File: src/hdl/sfr_pkg.sv
// ----------------------------------------------------------------------------
// sfr_pkg
// shared types, register indexes and helpers for the stream find-and-replace
// ----------------------------------------------------------------------------
package sfr_pkg;

  localparam int DEF_MAX_PATTERN     = 8;
  localparam int DEF_MAX_REPLACEMENT = 8;

  localparam int CFG_IDX_W = 2;
  localparam int CFG_DATA_W = 64;

  localparam logic [CFG_IDX_W-1:0] REG_PATTERN_LENGTH     = 2'd0;
  localparam logic [CFG_IDX_W-1:0] REG_PATTERN_BYTES      = 2'd1;
  localparam logic [CFG_IDX_W-1:0] REG_REPLACEMENT_LENGTH = 2'd2;
  localparam logic [CFG_IDX_W-1:0] REG_REPLACEMENT_BYTES  = 2'd3;

  typedef enum logic [2:0] {
    ST_IDLE,
    ST_CHECK,
    ST_RELEASE,
    ST_DECIDE,
    ST_REPL,
    ST_TAIL,
    ST_FIN
  } sfr_state_t;

  // one event from the sequencer to the output stage
  typedef struct packed {
    logic       push;
    logic       finish;
    logic       last;
    logic [7:0] data;
  } sfr_emit_t;

  // byte i of a 64-bit word, zero for i of 8 or more
  function automatic logic [7:0] byte_at(logic [63:0] word, logic [5:0] i);
    logic [7:0] b;
    b = 8'd0;
    if (i < 6'd8) begin
      b = word[{i[2:0], 3'b000} +: 8];
    end
    return b;
  endfunction

endpackage

File: src/hdl/sfr_out.sv
// ----------------------------------------------------------------------------
// sfr_out
// output stage: one-item hold slot so the final item of a text can be marked,
// followed by the output register
// ----------------------------------------------------------------------------
module sfr_out
  import sfr_pkg::*;
(
  input  logic       clk,
  input  logic       rst_n,
  input  sfr_emit_t  emit,
  output logic       stage_ready,
  output logic       out_valid,
  input  logic       out_ready,
  output logic [7:0] out_byte,
  output logic       out_byte_valid,
  output logic       out_last_of_text
);

  logic       hold_v_r;
  logic [7:0] hold_byte_r;
  logic       out_valid_r;
  logic [7:0] out_byte_r;
  logic       out_bval_r;
  logic       out_last_r;

  assign stage_ready = !out_valid_r || out_ready;

  always_ff @(posedge clk) begin
    if (!rst_n) begin
      hold_v_r    <= 1'b0;
      out_valid_r <= 1'b0;
    end else begin
      if (out_ready) begin
        out_valid_r <= 1'b0;
      end
      if (emit.push && stage_ready) begin
        if (hold_v_r) begin
          out_valid_r <= 1'b1;
          out_byte_r  <= hold_byte_r;
          out_bval_r  <= 1'b1;
          out_last_r  <= 1'b0;
        end
        hold_v_r    <= 1'b1;
        hold_byte_r <= emit.data;
      end else if (emit.finish && stage_ready) begin
        if (hold_v_r) begin
          out_valid_r <= 1'b1;
          out_byte_r  <= hold_byte_r;
          out_bval_r  <= 1'b1;
          out_last_r  <= emit.last;
          hold_v_r    <= 1'b0;
        end else if (emit.last) begin
          // empty end marker
          out_valid_r <= 1'b1;
          out_byte_r  <= 8'd0;
          out_bval_r  <= 1'b0;
          out_last_r  <= 1'b1;
        end
      end
    end
  end

  assign out_valid        = out_valid_r;
  assign out_byte         = out_byte_r;
  assign out_byte_valid   = out_bval_r;
  assign out_last_of_text = out_last_r;

endmodule

File: src/hdl/sfr_seq.sv
// ----------------------------------------------------------------------------
// sfr_seq
// sequencer with the pending buffer and one shared byte comparator; checks
// the pending bytes against the pattern one byte a cycle and issues releases,
// replacement bytes and the end-of-text flush
// ----------------------------------------------------------------------------
module sfr_seq
  import sfr_pkg::*;
#(
  parameter int MAX_PATTERN     = DEF_MAX_PATTERN,
  parameter int MAX_REPLACEMENT = DEF_MAX_REPLACEMENT
) (
  input  logic        clk,
  input  logic        rst_n,
  input  logic        in_valid,
  output logic        in_ready,
  input  logic [7:0]  in_byte,
  input  logic        in_end_of_text,
  input  logic [3:0]  pattern_length,
  input  logic [63:0] pattern_bytes,
  input  logic [3:0]  replacement_length,
  input  logic [63:0] replacement_bytes,
  input  logic        stage_ready,
  output sfr_emit_t   emit
);

  localparam int CNT_W = $clog2(MAX_PATTERN + 1);
  localparam int IDX_W = (MAX_PATTERN > 1) ? $clog2(MAX_PATTERN) : 1;
  localparam int RL_W  = $clog2(MAX_REPLACEMENT + 1);

  sfr_state_t state_r, state_nxt;

  logic [7:0]       pend_r [MAX_PATTERN];
  logic [CNT_W-1:0] cnt_r, cnt_nxt;
  logic [CNT_W-1:0] idx_r, idx_nxt;
  logic [RL_W-1:0]  ridx_r, ridx_nxt;
  logic             last_r, last_nxt;

  logic             accept;
  logic             shift;
  logic [CNT_W-1:0] plen;
  logic [RL_W-1:0]  rlen;
  logic [31:0]      plen32;
  logic [31:0]      rlen32;
  logic             byte_eq;

  always_comb begin
    plen32 = 32'(pattern_length);
    if (plen32 == 32'd0) begin
      plen32 = 32'd1;
    end
    if (plen32 > 32'(MAX_PATTERN)) begin
      plen32 = 32'(MAX_PATTERN);
    end
    rlen32 = 32'(replacement_length);
    if (rlen32 > 32'(MAX_REPLACEMENT)) begin
      rlen32 = 32'(MAX_REPLACEMENT);
    end
  end

  assign plen = plen32[CNT_W-1:0];
  assign rlen = rlen32[RL_W-1:0];

  // shared comparator
  assign byte_eq = (pend_r[idx_r[IDX_W-1:0]] == byte_at(pattern_bytes, 6'(idx_r)));

  assign accept = in_valid && in_ready;

  always_ff @(posedge clk) begin
    if (!rst_n) begin
      state_r <= ST_IDLE;
      cnt_r   <= '0;
      idx_r   <= '0;
      ridx_r  <= '0;
      last_r  <= 1'b0;
    end else begin
      state_r <= state_nxt;
      cnt_r   <= cnt_nxt;
      idx_r   <= idx_nxt;
      ridx_r  <= ridx_nxt;
      last_r  <= last_nxt;
    end
  end

  always_ff @(posedge clk) begin
    if (accept) begin
      pend_r[cnt_r[IDX_W-1:0]] <= in_byte;
    end else if (shift) begin
      for (int i = 0; i < MAX_PATTERN - 1; i++) begin
        pend_r[i] <= pend_r[i+1];
      end
    end
  end

  always_comb begin
    state_nxt = state_r;
    cnt_nxt   = cnt_r;
    idx_nxt   = idx_r;
    ridx_nxt  = ridx_r;
    last_nxt  = last_r;
    shift     = 1'b0;
    in_ready  = 1'b0;
    emit      = '0;
    case (state_r)
      ST_IDLE: begin
        in_ready = 1'b1;
        if (in_valid) begin
          cnt_nxt   = cnt_r + CNT_W'(1);
          idx_nxt   = '0;
          last_nxt  = in_end_of_text;
          state_nxt = ST_CHECK;
        end
      end
      ST_CHECK: begin
        if (cnt_r > plen) begin
          state_nxt = ST_RELEASE;
        end else if (idx_r == cnt_r) begin
          state_nxt = ST_DECIDE;
        end else if (byte_eq) begin
          idx_nxt = idx_r + CNT_W'(1);
        end else begin
          state_nxt = ST_RELEASE;
        end
      end
      ST_RELEASE: begin
        if (stage_ready) begin
          emit.push = 1'b1;
          emit.data = pend_r[0];
          shift     = 1'b1;
          cnt_nxt   = cnt_r - CNT_W'(1);
          idx_nxt   = '0;
          state_nxt = ST_CHECK;
        end
      end
      ST_DECIDE: begin
        ridx_nxt = '0;
        if (cnt_r == plen) begin
          cnt_nxt   = '0;
          state_nxt = (rlen != '0) ? ST_REPL : ST_TAIL;
        end else begin
          state_nxt = ST_TAIL;
        end
      end
      ST_REPL: begin
        if (stage_ready) begin
          emit.push = 1'b1;
          emit.data = byte_at(replacement_bytes, 6'(ridx_r));
          ridx_nxt  = ridx_r + RL_W'(1);
          if (RL_W'(ridx_r + RL_W'(1)) == rlen) begin
            state_nxt = ST_TAIL;
          end
        end
      end
      ST_TAIL: begin
        if (last_r && (cnt_r != '0)) begin
          if (stage_ready) begin
            emit.push = 1'b1;
            emit.data = pend_r[0];
            shift     = 1'b1;
            cnt_nxt   = cnt_r - CNT_W'(1);
          end
        end else begin
          state_nxt = ST_FIN;
        end
      end
      ST_FIN: begin
        if (stage_ready) begin
          emit.finish = 1'b1;
          emit.last   = last_r;
          state_nxt   = ST_IDLE;
        end
      end
      default: begin
        state_nxt = ST_IDLE;
      end
    endcase
  end

endmodule

File: src/hdl/stream_find_and_replace_core.sv
// ----------------------------------------------------------------------------
// stream_find_and_replace_core
// Streaming find-and-replace-all over a byte text, one byte per input item.
// Every leftmost non-overlapping occurrence of the configured pattern is
// replaced by the configured replacement; all other bytes pass in order.
// Bytes that may still start a match wait in a pending buffer. One byte
// comparator checks the pending bytes against the pattern one per cycle; on a
// mismatch the oldest byte is released and the check restarts. An item goes
// through accept, the check passes, decide, the replacement bytes on a match,
// tail and close; each result item emitted may wait on a full output
// register. A check pass compares bytes up to the first mismatch and ends at
// once when the buffer is longer than the pattern; a pass runs after the
// accept and again after every release. The input is not ready while an item
// is worked on. Results pass through a one-item hold slot, so the final item
// of a text carries the last flag; an end with nothing to emit gives one empty
// item with byte_valid low. Configuration must be written only while idle;
// the block itself does not enforce it.
// ----------------------------------------------------------------------------
module stream_find_and_replace_core
  import sfr_pkg::*;
#(
  parameter int MAX_PATTERN     = DEF_MAX_PATTERN,
  parameter int MAX_REPLACEMENT = DEF_MAX_REPLACEMENT
) (
  input  logic                  clk,
  input  logic                  rst_n,
  input  logic                  cfg_we,
  input  logic [CFG_IDX_W-1:0]  cfg_index,
  input  logic [CFG_DATA_W-1:0] cfg_wdata,
  input  logic                  in_valid,
  output logic                  in_ready,
  input  logic [7:0]            in_byte,
  input  logic                  in_end_of_text,
  output logic                  out_valid,
  input  logic                  out_ready,
  output logic [7:0]            out_byte,
  output logic                  out_byte_valid,
  output logic                  out_last_of_text
);

  logic [3:0]  pattern_length_r;
  logic [63:0] pattern_bytes_r;
  logic [3:0]  replacement_length_r;
  logic [63:0] replacement_bytes_r;

  sfr_emit_t emit;
  logic      stage_ready;

  always_ff @(posedge clk) begin
    if (!rst_n) begin
      pattern_length_r     <= 4'd1;
      pattern_bytes_r      <= '0;
      replacement_length_r <= 4'd0;
      replacement_bytes_r  <= '0;
    end else if (cfg_we) begin
      case (cfg_index)
        REG_PATTERN_LENGTH:     pattern_length_r     <= cfg_wdata[3:0];
        REG_PATTERN_BYTES:      pattern_bytes_r      <= cfg_wdata;
        REG_REPLACEMENT_LENGTH: replacement_length_r <= cfg_wdata[3:0];
        REG_REPLACEMENT_BYTES:  replacement_bytes_r  <= cfg_wdata;
        default: begin
        end
      endcase
    end
  end

  sfr_seq #(
    .MAX_PATTERN     (MAX_PATTERN),
    .MAX_REPLACEMENT (MAX_REPLACEMENT)
  ) u_seq (
    .clk                (clk),
    .rst_n              (rst_n),
    .in_valid           (in_valid),
    .in_ready           (in_ready),
    .in_byte            (in_byte),
    .in_end_of_text     (in_end_of_text),
    .pattern_length     (pattern_length_r),
    .pattern_bytes      (pattern_bytes_r),
    .replacement_length (replacement_length_r),
    .replacement_bytes  (replacement_bytes_r),
    .stage_ready        (stage_ready),
    .emit               (emit)
  );

  sfr_out u_out (
    .clk              (clk),
    .rst_n            (rst_n),
    .emit             (emit),
    .stage_ready      (stage_ready),
    .out_valid        (out_valid),
    .out_ready        (out_ready),
    .out_byte         (out_byte),
    .out_byte_valid   (out_byte_valid),
    .out_last_of_text (out_last_of_text)
  );

endmodule

File: config.mk
export PLATFORM = sky130hd
export DESIGN_NAME = stream_find_and_replace_core
export DESIGN_NICKNAME = d
export VERILOG_FILES = /design/src/hdl/sfr_pkg.sv /design/src/hdl/sfr_out.sv /design/src/hdl/sfr_seq.sv /design/src/hdl/stream_find_and_replace_core.sv
export SDC_FILE = /design/constraint.sdc
export NUM_CORES = 1
export LEC_CHECK = 0
export BUFFER_PORTS_ARGS = -buffer_cell sky130_fd_sc_hd__buf_4
export CAP_MARGIN = 20
export CORE_MARGIN = 2
export CORE_UTILIZATION = 51
export DETAILED_ROUTE_END_ITERATION = 10
export GPL_ROUTABILITY_DRIVEN = 0
export GPL_TIMING_DRIVEN = 0
export PLACE_DENSITY = 0.72
export SYNTH_ARGS = -nofsm -noshare
export SYNTH_HDL_FRONTEND = slang
export SYNTH_SLANG_ARGS = --single-unit
export TNS_END_PERCENT = 5
File: constraint.sdc
create_clock -name clk -period 2.3 [get_ports clk]
set_input_delay 0.23 -clock clk [delete_from_list [all_inputs] [get_ports clk]]
set_output_delay 0.23 -clock clk [all_outputs]
set_load 0.05 [all_outputs]
==> impl_metrics.toml <==
[logic_synthesis]
synth_cells = 1127
syn_avg_cell_area_um2 = 9.802
syn_area_um2 = 11050
synth_seq_cells = 239
synthDistinctLibCells = 55
synth_enable_flop_cells = 82
synth_ff_type = "dfxtp_1"
synthArstFlopShare_pct = 0
syn-num-nets = 1216
yosysWarnings = 0
ys_seq_area_share_pct = 50.74

[critical_path]
reg2reg_depth = 9
startpoint_type = "flip-flop"
rrSetupSlack_ps = -340
cp_max_fo = 8
crit_type = "reg -> reg"
worstPathRequired_ps = 2740
cp-end-kind = "flip-flop"
arrival_ps = 3080

[timing]
period_minus_slack_ps = 2638
hold_viol_final = 0
rsz0062_at_grt = "yes"
max_freq_ghz = 0.3791
max_slew_margin_pct = 51.03
worst_pin_slew_ps = 732.9
setup_viol = 9
worst_slack_ps = -337.8
tns_ps = -2125
hold_ws_ps = 44.91
finalCritPeriodShare_pct = 114.7
finClkSkew_ps = 26.81
slew_viol_final = 0

[pwr]
power.internal_mw = 8.523
p_per_area_nw_per_um2 = 869.6
seq_power_share_pct = 42.8
power_switching_mw = 3.649
pwr-share-comb_pct = 23.7
finalPower_mw = 12.17
ir_drop_mv = 0.5020
cellLeakagePower_nw = 5.063
sw_frac_of_total_pct = 29.98
clkPwrFrac_pct = 33.5

[clocking]
cts_buffer_depth = 3
insertion_delay_ps = 540
htreeDepth = 1
root_buffer = "clkbuf_16"
cts_buffers = 26
clkSinkCount = 239
clk_pin_slew_ps = 60
cts_tree = "done"

[floorplan]
io_pins = 92
die_w_um = 151.2
dieArea_um2 = 22850
die_y_um = 151.2
core_um2 = 21150
rows = 53
start_util_pct = 52.22

[global_routing]
grt_usage_pct = 28.50
overflow = 0
grt_pass1_vias = 8821
grt_first_pass_wirelength_um = 48640
grt_start_max_net_pins = 14
antenna_found_initial = 0

[hold_path]
hold_path.class = "in -> reg"
min_to = "u_seq.last_r"
worstHoldPathCells = 3
worstHoldStart = "in_valid"

[route]
via_count = 9104
vias_per_cell = 5.630
ant_nets = 0
drt_pre_antenna_iters = 6
drtIter0Drc = 738
drt-total-wl_um = 31890
routedWlPerCell_um = 19.72
drc = 0

[final_layout]
layout.nets = 1412
area_growth_pct = 26.72
drive_above_1_share_pct = 19.23
antenna_cells = 0

[place]
post-dp-hpwl_um = 22620
place_ws_ps = -1028
io_buffers = 90

[run_status]
outcome = "complete, but fails checks"
violations = "setup timing"

[job]
drv_cap = 0
[cell usage after synthesis (3+ instances only)]
cell | instances | area share (%)
mux4_2 | 45 | 9.2
o21ai_0 | 24 | 1.1
dfxtp_1 | 157 | 28
buf_1 | 11 | 0.37
xor2_1 | 10 | 0.79
nand3_1 | 13 | 0.59
and2_1 | 12 | 0.68
mux2i_1 | 26 | 2.4
nand3b_1 | 7 | 0.48
xnor2_1 | 8 | 0.63
nand2b_1 | 6 | 0.34
inv_1 | 8 | 0.27
buf_2 | 4 | 0.18
buf_4 | 4 | 0.27
a31oi_1 | 4 | 0.23
nor2_1 | 20 | 0.68
clkbuf_1 | 57 | 1.9
nand2_1 | 402 | 14
nand4_1 | 4 | 0.23
a22oi_1 | 6 | 0.41
nor3_1 | 4 | 0.18
o21a_1 | 3 | 0.20
and3_1 | 3 | 0.17
o31ai_1 | 4 | 0.27
a21oi_1 | 34 | 1.5
edfxtp_1 | 82 | 22
ha_1 | 8 | 0.91
a21boi_0 | 115 | 7.8
nor2b_1 | 13 | 0.74
[worst max-delay path, cell delays in order (launching register included)]
cell       delay [ps]
dfxtp_2           330
buf_8             140
bufbuf_16         270
mux4_2            290
mux2i_2           260
o21ai_0           170
a211oi_2          290
nand4_2           150
or4b_4            510
a21oi_1           140
[layout by cell type (no fill, tap or decap), types with 27 or more instances in the layout]
master         count
buf_4            106
dlygate4sd3_1     65
clkbuf_1          50
a21boi_0         113
dfxtp_1          154
clkbuf_16         27
nand2_1          401
edfxtp_1          82
mux4_2            45
a21oi_1           31
[metrics by stage]
stage	area (um2)	util [%]	std cells
floorplan	11060	-	1127
global placement	12080	57.12	1492
detailed placement	12120	57.31	1497
CTS	13890	65.64	1616
global route	14000	66.17	1617
finish	14000	66.17	1617
[repair_timing]
action | 4_1_cts | 5_1_grt
gates cloned | 2 | 0
hold buffers | 65 | 0
setup endpoints to repair | 178 | 127
endpoints found under the hold margin | 120 | 0
resized for setup | 58 | 38
pin swaps | 5 | 4
buffers inserted | 6 | 1
[kinds of logic after synthesis]
group / after synthesis / synth area share, %
AND/OR/NAND/NOR: 498 / 18.73
flip-flops: 239 / 50.74
AO/OA/AOI/OAI: 203 / 12.58
buffers and inverters: 87 / 3.421
multiplexers: 73 / 12.01
XOR/XNOR: 18 / 1.427
adder cells (fa/ha/maj): 9 / 1.087
[registers in the layout, summed over array words and instances, names as in the netlist, named ones only]
register	cells
u_out.hold_v_r	1
u_seq.pend_r	64
u_seq.ridx_r	4
u_seq.last_r	1
u_out.out_byte_valid	1
u_seq.idx_r	4
u_out.hold_byte_r	8
u_out.out_valid	1
u_seq.state_r	3
u_seq.cnt_r	4
u_out.out_last_of_text	1
pattern_length_r	4
replacement_bytes_r	64
pattern_bytes_r	64
replacement_length_r	4
u_out.out_byte	8
[how the worst max path moves through the flow]
| stage | slack (ps) | end | start |
|---|---|---|---|
| 4_1_cts | -330 | flip-flop | flip-flop |
| 6_report | -340 | flip-flop | flip-flop |
| 5_1_grt | -430 | u_seq.idx_r[2] | flip-flop |
| 3_5_place_dp | -1030 | u_seq.pend_r[4][4] | u_seq.cnt_r[1] |
| 3_3_place_gp | -1270 | u_seq.pend_r[4][4] | u_seq.cnt_r[1] |
| 2_1_floorplan | -210 | flip-flop | u_seq.idx_r[1] |
[final cells by class]
class	instances	area, um2
buffer	78	422.9
clock buffer	44	812.0
timing repair buffer	169	1470
sequential	239	5609
tap	275	344.1
multi-input combinational	801	5280
clock inverter	3	30.03
inverter	8	30.03
fill	1619	7156
[layer usage]
metal	vias to the layer above	global-route usage [%]	share of wire [%]
met4	0	8.832	3.2
met5	-	0	0
li1	4286	-	-
met1	4348	38.56	42
met3	65	5.813	8.9
met2	405	46.45	46
[power groups by stage]
| stage | combinational [mW] | clock, mW | sequential, mW |
|---|---|---|---|
| final | 2.88 | 4.08 | 5.21 |
| after global routing | 3.11 | 4.27 | 5.25 |
| after CTS | 2.69 | 4.10 | 5.20 |
| after detailed placement | 2.40 | 0 | 5.28 |
| after global placement | 2.30 | 0 | 5.28 |
| after floorplan | 1.60 | 0 | 5.20 |
Power figures use the tool's default switching activity.
